--- src/ird_pkg.sv ---
// Package for the integer to radix digits unit: widths, register indexes,
// the control state type and the digit table byte lookup.
// Depends on nothing; every other file uses it by scoped names.
package ird_pkg;

  // Field widths and sizing.
  localparam int VALUE_BITS  = 32;
  localparam int MAX_RADIX   = 16;
  localparam int TABLE_BYTES = 16;
  localparam int CHAR_W      = 8;
  localparam int CFG_DATA_W  = 64;
  localparam int CFG_INDEX_W = 1;
  localparam int TABLE_POS_W = $clog2(TABLE_BYTES);
  localparam int RADIX_W     = $clog2(MAX_RADIX + 1);
  localparam int DIGIT_W     = $clog2(MAX_RADIX);
  localparam int REM_W       = DIGIT_W + 1;
  localparam int MAX_DIGITS  = VALUE_BITS;
  localparam int COUNT_W     = $clog2(MAX_DIGITS + 1);
  localparam int BIT_W       = $clog2(VALUE_BITS);

  // Characters that may not appear in a digit table.
  localparam logic [CHAR_W-1:0] CHAR_PLUS  = 8'h2B;
  localparam logic [CHAR_W-1:0] CHAR_MINUS = 8'h2D;

  // Configuration register indexes.
  localparam logic [CFG_INDEX_W-1:0] REG_DIGIT_CHARS_LOW  = 1'b0;
  localparam logic [CFG_INDEX_W-1:0] REG_DIGIT_CHARS_HIGH = 1'b1;

  // Control states of the top level.
  typedef enum logic [1:0] {
    ST_IDLE,
    ST_CONV,
    ST_OUT
  } state_t;

  // Radix found in the table and whether the table forms a usable base.
  typedef struct packed {
    logic               valid;
    logic [RADIX_W-1:0] radix;
  } base_info_t;

  // Per-cycle status of the serial divider.
  typedef struct packed {
    logic push;
    logic done;
  } div_status_t;

  // Byte pos of the sixteen-byte digit table held in two registers.
  function automatic logic [CHAR_W-1:0] table_byte(
    input logic [CFG_DATA_W-1:0]  lo,
    input logic [CFG_DATA_W-1:0]  hi,
    input logic [TABLE_POS_W-1:0] pos
  );
    logic [2*CFG_DATA_W-1:0] tbl;
    tbl = {hi, lo};
    return tbl[pos*CHAR_W +: CHAR_W];
  endfunction

endpackage

--- src/integer_to_radix_digits_unit.sv ---
// Integer to radix digits unit. An item is converted by bit-serial division
// (one quotient bit a cycle in the serial divider), then its digits leave one
// a cycle while out_ready is high, most significant first. The next item is
// taken once the last digit is delivered. An invalid digit table drops the
// item in its accept cycle. Synchronous reset clears the table to zero (no
// valid base), empties the store, idles.
module integer_to_radix_digits_unit (
  input  logic                                clk,
  input  logic                                rst_n,
  input  logic                                in_valid,
  output logic                                in_ready,
  input  logic signed [ird_pkg::VALUE_BITS-1:0] in_value,
  output logic                                out_valid,
  input  logic                                out_ready,
  output logic [ird_pkg::CHAR_W-1:0]          out_digit_char,
  output logic                                out_last_digit,
  input  logic                                cfg_valid,
  output logic                                cfg_ready,
  input  logic [ird_pkg::CFG_INDEX_W-1:0]     cfg_index,
  input  logic [ird_pkg::CFG_DATA_W-1:0]      cfg_data
);

  ird_pkg::state_t                state_r, state_nxt;
  logic [ird_pkg::CFG_DATA_W-1:0] chars_low_r, chars_high_r;
  ird_pkg::base_info_t            base;
  ird_pkg::div_status_t           div_status;
  logic [ird_pkg::DIGIT_W-1:0]    div_digit;
  logic [ird_pkg::DIGIT_W-1:0]    top_digit;
  logic [ird_pkg::COUNT_W-1:0]    count;
  logic                           last_slot;
  logic [ird_pkg::VALUE_BITS-1:0] raw;
  logic [ird_pkg::VALUE_BITS-1:0] mag;
  logic                           in_acc;
  logic                           out_acc;
  logic                           start;

  // Configuration registers; writes are always taken.
  assign cfg_ready = 1'b1;

  always_ff @(posedge clk) begin
    if (!rst_n) begin
      chars_low_r  <= '0;
      chars_high_r <= '0;
    end else if (cfg_valid) begin
      unique case (cfg_index)
        ird_pkg::REG_DIGIT_CHARS_LOW:  chars_low_r  <= cfg_data;
        ird_pkg::REG_DIGIT_CHARS_HIGH: chars_high_r <= cfg_data;
        default: ;
      endcase
    end
  end

  ird_base_check u_base (
    .chars_low  (chars_low_r),
    .chars_high (chars_high_r),
    .base       (base)
  );

  // Magnitude of the input; the most negative value maps onto itself.
  always_comb begin
    raw = in_value;
    mag = raw[ird_pkg::VALUE_BITS-1] ? (~raw + ird_pkg::VALUE_BITS'(1)) : raw;
  end

  assign in_acc  = in_valid && in_ready;
  assign out_acc = out_valid && out_ready;
  assign start   = in_acc && base.valid;

  ird_serial_div u_div (
    .clk       (clk),
    .rst_n     (rst_n),
    .start     (start),
    .operand   (mag),
    .radix     (base.radix),
    .last_slot (last_slot),
    .status    (div_status),
    .digit     (div_digit)
  );

  ird_digit_stack u_stack (
    .clk        (clk),
    .rst_n      (rst_n),
    .push       (div_status.push),
    .pop        (out_acc),
    .push_digit (div_digit),
    .top_digit  (top_digit),
    .count      (count),
    .last_slot  (last_slot)
  );

  // Control: take an item, convert it, then hand out its digits.
  always_comb begin
    state_nxt = state_r;
    in_ready  = 1'b0;
    out_valid = 1'b0;
    unique case (state_r)
      ird_pkg::ST_IDLE: begin
        in_ready = 1'b1;
        if (start) begin
          state_nxt = ird_pkg::ST_CONV;
        end
      end
      ird_pkg::ST_CONV: begin
        if (div_status.done) begin
          state_nxt = ird_pkg::ST_OUT;
        end
      end
      ird_pkg::ST_OUT: begin
        out_valid = 1'b1;
        if (out_ready && out_last_digit) begin
          state_nxt = ird_pkg::ST_IDLE;
        end
      end
      default: state_nxt = ird_pkg::ST_IDLE;
    endcase
  end

  always_ff @(posedge clk) begin
    if (!rst_n) begin
      state_r <= ird_pkg::ST_IDLE;
    end else begin
      state_r <= state_nxt;
    end
  end

  // Output character comes from the table entry for the top digit.
  assign out_digit_char = ird_pkg::table_byte(chars_low_r, chars_high_r,
                                              ird_pkg::TABLE_POS_W'(top_digit));
  assign out_last_digit = count == ird_pkg::COUNT_W'(1);

endmodule

--- src/ird_base_check.sv ---
// Digit table decoder: finds the radix (bytes before the first zero byte)
// and flags tables with sign characters or repeated characters. Uses ird_pkg.
module ird_base_check (
  input  logic [ird_pkg::CFG_DATA_W-1:0] chars_low,
  input  logic [ird_pkg::CFG_DATA_W-1:0] chars_high,
  output ird_pkg::base_info_t            base
);

  logic [ird_pkg::CHAR_W-1:0]  bytes [ird_pkg::MAX_RADIX];
  logic [ird_pkg::RADIX_W-1:0] radix;
  logic                        bad_char;
  logic                        dup_char;

  // Unpack the table positions that can fall inside a radix.
  always_comb begin
    for (int i = 0; i < ird_pkg::MAX_RADIX; i++) begin
      bytes[i] = ird_pkg::table_byte(chars_low, chars_high,
                                     ird_pkg::TABLE_POS_W'(i));
    end
  end

  // The radix is the position of the first zero byte, or the full size.
  always_comb begin
    radix = ird_pkg::RADIX_W'(ird_pkg::MAX_RADIX);
    for (int i = ird_pkg::MAX_RADIX - 1; i >= 0; i--) begin
      if (bytes[i] == '0) begin
        radix = ird_pkg::RADIX_W'(i);
      end
    end
  end

  // Sign characters and repeats only count inside the radix.
  always_comb begin
    bad_char = 1'b0;
    dup_char = 1'b0;
    for (int i = 0; i < ird_pkg::MAX_RADIX; i++) begin
      if (ird_pkg::RADIX_W'(i) < radix) begin
        if (bytes[i] == ird_pkg::CHAR_PLUS || bytes[i] == ird_pkg::CHAR_MINUS) begin
          bad_char = 1'b1;
        end
        for (int j = 0; j < i; j++) begin
          if (bytes[i] == bytes[j]) begin
            dup_char = 1'b1;
          end
        end
      end
    end
  end

  assign base.radix = radix;
  assign base.valid = (radix >= ird_pkg::RADIX_W'(2)) && !bad_char && !dup_char;

endmodule

--- src/ird_serial_div.sv ---
// Bit-serial restoring divider: shifts the magnitude through a narrow
// remainder, one quotient bit a cycle, and repeats on each quotient. Uses ird_pkg.
module ird_serial_div (
  input  logic                           clk,
  input  logic                           rst_n,
  input  logic                           start,
  input  logic [ird_pkg::VALUE_BITS-1:0] operand,
  input  logic [ird_pkg::RADIX_W-1:0]    radix,
  input  logic                           last_slot,
  output ird_pkg::div_status_t           status,
  output logic [ird_pkg::DIGIT_W-1:0]    digit
);

  logic                           run_r, run_nxt;
  logic [ird_pkg::BIT_W-1:0]      bit_r, bit_nxt;
  logic [ird_pkg::VALUE_BITS-1:0] mag_r, mag_nxt;
  logic [ird_pkg::DIGIT_W-1:0]    rem_r, rem_nxt;
  logic [ird_pkg::REM_W-1:0]      rem_shift;
  logic [ird_pkg::REM_W-1:0]      rem_sub;
  logic                           q_bit;
  logic [ird_pkg::VALUE_BITS-1:0] quot;
  logic                           digit_end;

  // One restoring step: bring in the next bit and subtract if it fits.
  always_comb begin
    rem_shift = {rem_r, mag_r[ird_pkg::VALUE_BITS-1]};
    q_bit     = rem_shift >= ird_pkg::REM_W'(radix);
    rem_sub   = q_bit ? (rem_shift - ird_pkg::REM_W'(radix)) : rem_shift;
    quot      = {mag_r[ird_pkg::VALUE_BITS-2:0], q_bit};
    digit_end = run_r && (bit_r == ird_pkg::BIT_W'(ird_pkg::VALUE_BITS - 1));
  end

  // A digit is finished after a full pass over the word; the conversion
  // ends when the quotient is zero or this digit fills the digit store.
  always_comb begin
    status.push = digit_end;
    status.done = digit_end && ((quot == '0) || last_slot);
    digit       = rem_sub[ird_pkg::DIGIT_W-1:0];
    run_nxt     = run_r;
    bit_nxt     = bit_r;
    mag_nxt     = mag_r;
    rem_nxt     = rem_r;
    if (start) begin
      run_nxt = 1'b1;
      bit_nxt = '0;
      mag_nxt = operand;
      rem_nxt = '0;
    end else if (run_r) begin
      bit_nxt = bit_r + ird_pkg::BIT_W'(1);
      mag_nxt = quot;
      rem_nxt = digit_end ? '0 : rem_sub[ird_pkg::DIGIT_W-1:0];
      if (status.done) begin
        run_nxt = 1'b0;
      end
    end
  end

  // Control registers reset; the datapath does not need to.
  always_ff @(posedge clk) begin
    if (!rst_n) begin
      run_r <= 1'b0;
      bit_r <= '0;
    end else begin
      run_r <= run_nxt;
      bit_r <= bit_nxt;
    end
  end

  always_ff @(posedge clk) begin
    mag_r <= mag_nxt;
    rem_r <= rem_nxt;
  end

endmodule

--- src/ird_digit_stack.sv ---
// Last-in first-out digit store built as a shift register: digits arrive
// least significant first and leave most significant first. Uses ird_pkg.
module ird_digit_stack (
  input  logic                          clk,
  input  logic                          rst_n,
  input  logic                          push,
  input  logic                          pop,
  input  logic [ird_pkg::DIGIT_W-1:0]   push_digit,
  output logic [ird_pkg::DIGIT_W-1:0]   top_digit,
  output logic [ird_pkg::COUNT_W-1:0]   count,
  output logic                          last_slot
);

  logic [ird_pkg::DIGIT_W-1:0] stk_r   [ird_pkg::MAX_DIGITS];
  logic [ird_pkg::DIGIT_W-1:0] stk_nxt [ird_pkg::MAX_DIGITS];
  logic [ird_pkg::COUNT_W-1:0] count_r, count_nxt;

  // A push moves every entry one place deeper; a pop moves them back.
  always_comb begin
    stk_nxt   = stk_r;
    count_nxt = count_r;
    if (push) begin
      stk_nxt[0] = push_digit;
      for (int k = 1; k < ird_pkg::MAX_DIGITS; k++) begin
        stk_nxt[k] = stk_r[k-1];
      end
      count_nxt = count_r + ird_pkg::COUNT_W'(1);
    end else if (pop) begin
      for (int k = 0; k < ird_pkg::MAX_DIGITS - 1; k++) begin
        stk_nxt[k] = stk_r[k+1];
      end
      count_nxt = count_r - ird_pkg::COUNT_W'(1);
    end
  end

  // Only the fill count is control state.
  always_ff @(posedge clk) begin
    if (!rst_n) begin
      count_r <= '0;
    end else begin
      count_r <= count_nxt;
    end
  end

  always_ff @(posedge clk) begin
    stk_r <= stk_nxt;
  end

  assign top_digit = stk_r[0];
  assign count     = count_r;
  assign last_slot = count_r == ird_pkg::COUNT_W'(ird_pkg::MAX_DIGITS - 1);

endmodule

--- config.mk ---
export PLATFORM = sky130hd
export DESIGN_NAME = integer_to_radix_digits_unit
export DESIGN_NICKNAME = d
export VERILOG_FILES = /design/src/ird_pkg.sv /design/src/integer_to_radix_digits_unit.sv /design/src/ird_base_check.sv /design/src/ird_serial_div.sv /design/src/ird_digit_stack.sv
export SDC_FILE = /design/constraint.sdc
export NUM_CORES = 1
export LEC_CHECK = 0
export ABC_CLOCK_PERIOD_IN_PS = 5000
export BUFFER_PORTS_ARGS = -buffer_cell sky130_fd_sc_hd__buf_2
export CAP_MARGIN = 40
export CORE_MARGIN = 2
export CORE_UTILIZATION = 45
export CTS_CLUSTER_SIZE = 16
export DETAILED_ROUTE_END_ITERATION = 10
export PLACE_DENSITY = 0.72
export SETUP_SLACK_MARGIN = 0.02
export SKIP_LAST_GASP = 1
export SYNTH_ARGS = -nofsm -noshare
export SYNTH_HDL_FRONTEND = slang
export SYNTH_SLANG_ARGS = --single-unit
--- constraint.sdc ---
create_clock -name clk -period 5 [get_ports clk]
set_input_delay 0.5 -clock clk [delete_from_list [all_inputs] [get_ports clk]]
set_output_delay 0.5 -clock clk [all_outputs]
set_load 0.02 [all_outputs]
==> metrics list, run 1 <==
- The run finished with clean final reports.
- Post-placement worst setup slack: 0.733 ns
- The analysis attributes to cell leakage a power of 12.4 nW.
- Measured in cells, the most critical reg-to-reg path has a length of 17.
- Top cell type's share of synthesized area: 18.3%
* Worst vdd ir: between 0.2 and 0.25 mV
- Total clock buffers created by CTS: 36
- TritonCTS built the clock tree.
* Seq cells post-synth: 306
- Crit path max-delay cell type: sky130_fd_sc_hd__nor3_1
- Delay of the slowest critical-path stage: 0.70 ns
- STA puts the critical path data required time at 5.45 ns.
* First DRT Iteration DRCs: between 2000 and 3000
- In this run the vertical extent of the chip is 245 um.
- For the pin with the worst max-slew slack, the measured transition is 1.00 ns.
- Crit path capture type: register
- Global-route wire length before repair: ~150000 um
- Worst Hold Class: in2reg
- Vias in the first global route: 23000
- Vias after detailed routing: 23900
- The die covers 60200 um2.
- Via density per instance: 6.08
- Dividing total power by cell area gives a power density of 280 nW/um2.
* RSZ-0062 raised after global routing: false
* Synth top cells by count: 681 x sky130_fd_sc_hd__nand2_1, 537 x sky130_fd_sc_hd__xnor2_1, 478 x sky130_fd_sc_hd__xor2_1, 175 x sky130_fd_sc_hd__clkbuf_1, 168 x sky130_fd_sc_hd__a21oi_1
* Number of hold buffers added after cts: 0
* PortBufs: 112
- Crit path setup slack, layout: 0.574 ns
- Count of flip-flops with a built-in enable after synthesis: 160
- Data arrives at the worst endpoint at 4.88 ns.
* Initial core utilization: 45.5%
- Worst Setup Path Type: reg2reg
- The final count of hold timing violations was 0.
- Gate count of the mapped netlist: ~3200
- Max capacitance violation total: 0
* Share of async-settable or async-resettable flops after synthesis: 0%
- At the end of routability-driven placement, the weighted congestion stood at 1.09.
- The HPWL after detailed placement is 64400 um.
* Die Width: between 200 and 250 um
- The number of nets in the synthesized netlist is 3276.
- The area growth from synthesis to layout is 10.8%.
- TritonCTS sink count: 306
- In the synthesized netlist the dominant register cell turns out to be sky130_fd_sc_hd__edfxtp_1.
- The completed layout was analyzed and its total power is 8.11 mW.
- In this run the worst path has a maximum fanout of 10.
- Part of the Yosys area used for sequential elements: 29.5%
- Counting the fill cells in the layout gives 5461.
- DRC violation count after routing: 0
* Final cycle utilization of the critical path: 88.5%
* Worst clock skew: 0.0294 ns
* Final setup viols: 0
- For this design the top-level I/O count stands at between 100 and 150.
- Before antenna repair, the detailed router went through 7 iterations.
* # H-tree levels: 2
- Yosys instantiated no cell more often than sky130_fd_sc_hd__nand2_1.
- Maximum clock insertion buffer count: 3
- Yosys attributes the largest share of cell area to sky130_fd_sc_hd__edfxtp_1 18%, sky130_fd_sc_hd__xnor2_1 18%, sky130_fd_sc_hd__xor2_1 16%, sky130_fd_sc_hd__dfxtp_1 11%, sky130_fd_sc_hd__nand2_1 9.8%.
- Walking the worst path, the cells encountered are or4_1 -> nor3_1 -> o311ai_0 -> a31o_2 -> a21oi_1 -> nor2_1 -> ha_1 -> inv_1 -> a21o_1 -> a21o_1 -> a31o_2 -> a21o_1 -> a21o_1 -> nor3_1 -> o21a_1 -> and2_1 -> a2111oi_0.
* Startpoint type of the worst setup path: register
* Overall Global Routing Usage: 32.1%
- Depth of the worst hold-timing path: 3
- Max-slew headroom at the worst pin: 32.5%
* Library cell occupying the most area in the post-synthesis netlist: sky130_fd_sc_hd__edfxtp_1
- The number of antenna violations at the first check in global routing came to 5.
- Netlist cell types: 55
- Once detail routing completed, the nets flagged for antenna violations numbered 0.
* Most common cell on crit path: sky130_fd_sc_hd__a21o_1
- Clk root buf: sky130_fd_sc_hd__clkbuf_16
- Maximum frequency from static timing analysis: 0.226 GHz
* Layout cells sized above 1: between 10% and 20%
* GRT Residual Overflow: 0
* Mean post-synth cell area: 8.28 um2
- The clock period could shrink to 4.43 ns.
- Clock edge transition at the registers on the reported setup and hold paths: 0.06 ns
- Entering global routing, the biggest net connects 90 pins.
- Post-CTS Repair Setup Buffers: 0
- Area of combinational cells with multiple inputs: 17100 um2
- The core region is 57600 um2.
- Register area: 7730 um2
- Total Wirelength: 97500 um
- The Yosys step of the flow raised 0 warnings.
- FP Rows: 88
- Worst-Skew Late Latency: 0.59 ns
- Cells fill 50.4% of the core in the end.
- Final-report max-slew violation count: 0
- Net count reported at finish: between 3000 and 4000
* Wirelength per Cell: 24.9 um
- Syn Std Cell Area: 26200 um2
- Setup total negative slack on the finished layout was measured at 0 ns.
- The repair_antennas step left the layout with diodes totalling 0.
* # resized after CTS: 0
worst max-delay path: cells and delay by family (launching register included):
| family | cells | cell delay (ns) |
|---|---|---|
| DFF | 1 | 0.30 |
| adders and majority gates | 1 | 0.20 |
| and+or+nand+nor | 5 | 1.55 |
| AOI/OAI and AO/OA | 10 | 2.14 |
| buffers and inverters | 1 | 0.09 |
flip-flops by register name (all words and copies together), names as in the netlist:
| signal | count |
|---|---|
| chars_high_r | 64 |
| u_stack.stk_r | 124 |
| u_div.bit_r | 5 |
| u_stack.count | 6 |
| u_div.rem_r | 4 |
| u_div.run_r | 1 |
| u_stack.top_digit | 4 |
| state_r | 2 |
| u_div.mag_r | 32 |
| chars_low_r | 64 |
cell usage in the layout, fill, tap and decap left out, types with 40 or more instances in the layout:
master                     count
sky130_fd_sc_hd__nand4_1     145
sky130_fd_sc_hd__mux4_2       40
sky130_fd_sc_hd__xor2_1      478
sky130_fd_sc_hd__a21oi_1     168
sky130_fd_sc_hd__edfxtp_1    160
sky130_fd_sc_hd__nand2_1     678
sky130_fd_sc_hd__buf_2       112
sky130_fd_sc_hd__nor4_1      149
sky130_fd_sc_hd__nor2_1       53
sky130_fd_sc_hd__dfxtp_1     146
sky130_fd_sc_hd__o21ai_0      44
sky130_fd_sc_hd__buf_4       160
sky130_fd_sc_hd__xnor2_1     537
final cells by class:
| cell class | count | share of cell area (%) |
|---|---|---|
| well taps | 765 | 3.30 |
| flip-flops and latches | 306 | 26.6 |
| multi-input cells | 2493 | 58.8 |
| clock buffers | 45 | 3.40 |
| repair buffers | 278 | 6.45 |
| inverters | 16 | 0.224 |
| clock inverters | 21 | 1.16 |
final timing paths:
check,startpoint,endpoint,slack (ns)
worst max-delay path,chars_high_r[17],state_r[0],0.57
worst min-delay path,cfg_data[1],chars_high_r[1],0.16
worst max register to register,chars_high_r[17],state_r[0],0.57
worst min register to register,u_stack.stk_r[5],u_stack.stk_r[1],0.45
routing by layer:
metal	share of wire, %	global-route usage [%]
met1	38	41.4
met5	0.016	0
met3	12	7.31
met4	7.4	21.2
met2	43	48.2
report_power, final:
group | total [mW] | switching (mW) | internal [mW]
Sequential | 2.89 | 0.140 | 2.75
Clock | 2.93 | 1.15 | 1.78
Combinational | 2.29 | 1.37 | 0.922
through the flow:
stage	hold WS [ns]	instance area, um2	cells
2_1_floorplan	0.426	26200	3162
3_3_place_gp	0.432	27600	3855
3_5_place_dp	0.437	27700	3858
4_1_cts	0.161	29000	3924
5_1_grt	0.172	29000	3924
6_report	0.164	29000	3924
logic make-up (layout without fill, tap and decap cells):
group                    count (synthesis)  in the layout  share of synthesized area, %
flip-flops                             306            306                          29.5
XOR/XNOR                              1015           1015                          33.9
multiplexers                            74             74                          4.90
adder cells (fa/ha/maj)                 12             12                         0.602
buffers and inverters                  363            360                          5.46
other                                    1              1                        0.0143
AND/OR/NAND/NOR                       1129           1129                          20.0
AO/OA/AOI/OAI                          262            262                          5.56
(Power assumes the default switching activity.)
==> inputs of run 2 (changes only) <==
--- a/config.mk
+++ b/config.mk
@@ -9,10 +9,10 @@
 export BUFFER_PORTS_ARGS = -buffer_cell sky130_fd_sc_hd__buf_2
 export CAP_MARGIN = 40
 export CORE_MARGIN = 2
-export CORE_UTILIZATION = 45
+export CORE_UTILIZATION = 30
 export CTS_CLUSTER_SIZE = 16
 export DETAILED_ROUTE_END_ITERATION = 10
-export PLACE_DENSITY = 0.72
+export PLACE_DENSITY = 0.56
 export SETUP_SLACK_MARGIN = 0.02
 export SKIP_LAST_GASP = 1
 export SYNTH_ARGS = -nofsm -noshare
==> run 2 against run 1 <==
Against the previous run: register-to-register slack improved by 0.04 ns; clock power fell by 8.2%; non-clock buffer count fell by 4; clock skew fell by 0.0011 ns; worst hold slack got worse by 0.0020 ns; sequential share of layout area fell by 0.27 points; wire length rose by 0.44%; sequential power fell by 2%; die area rose by 49%; power fell by 3.6%; critical path type unchanged; largest cell class unchanged; largest power group is now sequential cells; highest routed layer unchanged.
==> metrics list, run 2 (same netlist as run 1, synthesis figures left out) <==
* Outcome: finished, final reports clean
- Reported leakage power: around 12 nW
- The worst setup path is of the reg2reg kind.
- Compared with the post-synthesis result, the final layout area differs by 11.9%.
* Number of hold buffers added after cts: 0
- Static timing analysis puts the maximum clock frequency at 0.228 GHz.
* Maximum number of pins on one net before global-route repair: 102
- Register bank with the most flops: u_stack.stk_r
- The H-tree was split into 2 levels.
- Dividing the detail-routed wire length by the instance count gives about 23 um.
* Vias in the first global route: 22600
* Die Outline Area: between 80000 and 90000 um2
- Clk root buf: sky130_fd_sc_hd__clkbuf_16
- Startpoint type of the worst setup path: register
* Net count reported at finish: 3240
- Data arrival time at the worst-slack endpoint: 4.80 ns
- The largest registers in the layout are u_stack.stk_r (124), chars_high_r (64), chars_low_r (64).
- The total count of max-transition violations in the final report was 0.
- The routed layout has between 20000 and 25000 vias.
- PortBufs: roughly 110
- Total clock buffers created by CTS: 35
- Depth of the worst hold-timing path: 3
- Time the final worst path needs with I/O delays and setup: ~4.4 ns
- TritonCTS sink count: 306
* Final setup viols: 0
* IO Count: roughly 110
- Die Width: 299 um
- Layout cells sized above 1: 13.5%
* Max-slew headroom at the worst pin: around 41%
* DR pass1 iterations: 8
- Via density per instance: ~5.4
- Number of antenna violations at the first check in global routing: 13
- The library cells used most frequently in the layout, excluding fill and tap cells, are 678 x sky130_fd_sc_hd__nand2_1, 537 x sky130_fd_sc_hd__xnor2_1, 478 x sky130_fd_sc_hd__xor2_1, 168 x sky130_fd_sc_hd__a21oi_1, 160 x sky130_fd_sc_hd__edfxtp_1.
- DRC violation count after routing: 0
- The tool flagged a number of max-cap violations equal to 0.
* Core region area: 86600 um2
- The routed design has 98000 um of wire.
- Post-Layout Cell Count: 4310
- In this run, the number of DRC markers left after iteration 0 of detailed routing was 2526.
- Global-route wire length before repair: 146000 um
* Final ANT Viol Nets: 0
- The congestion estimate from routability-driven global placement came to 0.951.
* Crit path capture type: register
- From bottom edge to top edge, the die measures 299 um.
- Counting tap cells, the placed design contains a total of 4244 instances.
* Clock edge transition at the registers on the reported setup and hold paths: 0.06 ns
- Initial core utilization: 30.2%
* Final Hold Viols: 0
- Measured in cells, the most critical reg-to-reg path has a length of 16.
- The longest clock path from root to sink contains 3 buffers.
* Sum Neg Setup Slack: 0 ns
* RSZ-0062 raised after global routing: false
- Leaving out fill and tap cells, the most frequent cell in the layout is sky130_fd_sc_hd__nand2_1.
- Required @ worst endpoint: approximately 5.4 ns
* Final cycle utilization of the critical path: 87.8%
- TritonCTS built the clock tree.
- # resized after CTS: 0
- FP Rows: 108
- Worst vdd ir: 0.204 mV
- GRT Residual Overflow: 0
* Half-perimeter wire length after detailed placement: approximately 63000 um
- Worst clock skew: 0.0283 ns
- The tightest min-delay check is of the in2reg type.
- Global routing consumed, over all layers together, 21.3% of the routing resources.
- Buffers added to address setup during post-CTS repair amount to 0.
- At the pin with the least slew margin, the transition time is 0.874 ns.
* Power density cells: 267 nW/um2
* Max FFs per register: 124
* Worst-Skew Late Latency: 0.59 ns
- Critical path peak fanout: 10
## run 2: cell types whose count changed in the layout (fill, tap and decap cells not counted), moves of 2 or more
cell | previous run | this run
sky130_fd_sc_hd__buf_4 | 160 | 156
sky130_fd_sc_hd__bufinv_16 | 7 | 4
sky130_fd_sc_hd__clkbuf_16 | 37 | 35
sky130_fd_sc_hd__clkbuf_8 | 3 | 1
sky130_fd_sc_hd__clkinv_2 | 4 | 6
sky130_fd_sc_hd__clkinv_4 | 0 | 2
sky130_fd_sc_hd__clkinvlp_4 | 4 | 2
sky130_fd_sc_hd__diode_2 | 0 | 2
## run 2: per-layer routing
layer / vias up / global-route usage [%] / routed length [um]
li1: 10500 / - / -
met1: 11100 / 27.2 / 39200
met2: 1225 / 33.2 / 42900
met3: 370 / 5.05 / 9870
met4: 12 / 11.5 / 5920
met5: - / 0 / 82
## run 2: cell type report
cell class | count | area [um2]
diodes | 2 | 5.00
clock buffers | 43 | 920
clock inverters | 21 | 248
fillers | 9098 | 57300
inverters | 16 | 65.1
multi-input cells | 2493 | 17100
flip-flops and latches | 306 | 7730
well taps | 1155 | 1450
repair buffers | 274 | 1830
## run 2: stage by stage
stage	cell area [um2]	worst slack [ns]	hold slack, ns	total power, mW	utilization, %
4_1_cts	29300	0.665	0.142	7.86	33.8
2_1_floorplan	26200	0.852	0.426	4.44	-
3_5_place_dp	28100	0.693	0.439	5.14	32.5
3_3_place_gp	28100	0.759	0.436	5.11	32.4
5_1_grt	29300	0.297	0.162	8.17	33.8
6_report	29300	0.612	0.162	7.82	33.8
## run 2: final timing paths
| check | slack (ns) | to | from |
|---|---|---|---|
| max | 0.61 | state_r[0] | chars_high_r[17] |
| min | 0.16 | chars_low_r[6] | cfg_data[6] |
| max reg2reg | 0.61 | state_r[0] | chars_high_r[17] |
| min reg2reg | 0.46 | u_stack.stk_r[3] | u_stack.stk_r[7] |
## run 2: critical path, cell delays in order (launching register included)
cell and delay (ns):
sky130_fd_sc_hd__dfxtp_1 0.31, sky130_fd_sc_hd__or4_1 0.51, sky130_fd_sc_hd__nor3_1 0.67, sky130_fd_sc_hd__nor2_1 0.15, sky130_fd_sc_hd__a21o_1 0.20, sky130_fd_sc_hd__a31oi_1 0.17
sky130_fd_sc_hd__o21ai_0 0.19, sky130_fd_sc_hd__ha_1 0.35, sky130_fd_sc_hd__a21o_1 0.18, sky130_fd_sc_hd__a21o_1 0.19, sky130_fd_sc_hd__a31o_2 0.21, sky130_fd_sc_hd__a21o_1 0.16
sky130_fd_sc_hd__a21o_1 0.29, sky130_fd_sc_hd__nor3_1 0.25, sky130_fd_sc_hd__o21a_1 0.18, sky130_fd_sc_hd__and2_1 0.12, sky130_fd_sc_hd__a2111oi_0 0.05
## run 2: where the power goes
part	internal (mW)	switching (mW)
registers	2.75	0.0843
logic	0.914	1.38
clock network	1.54	1.15
total	5.20	2.61
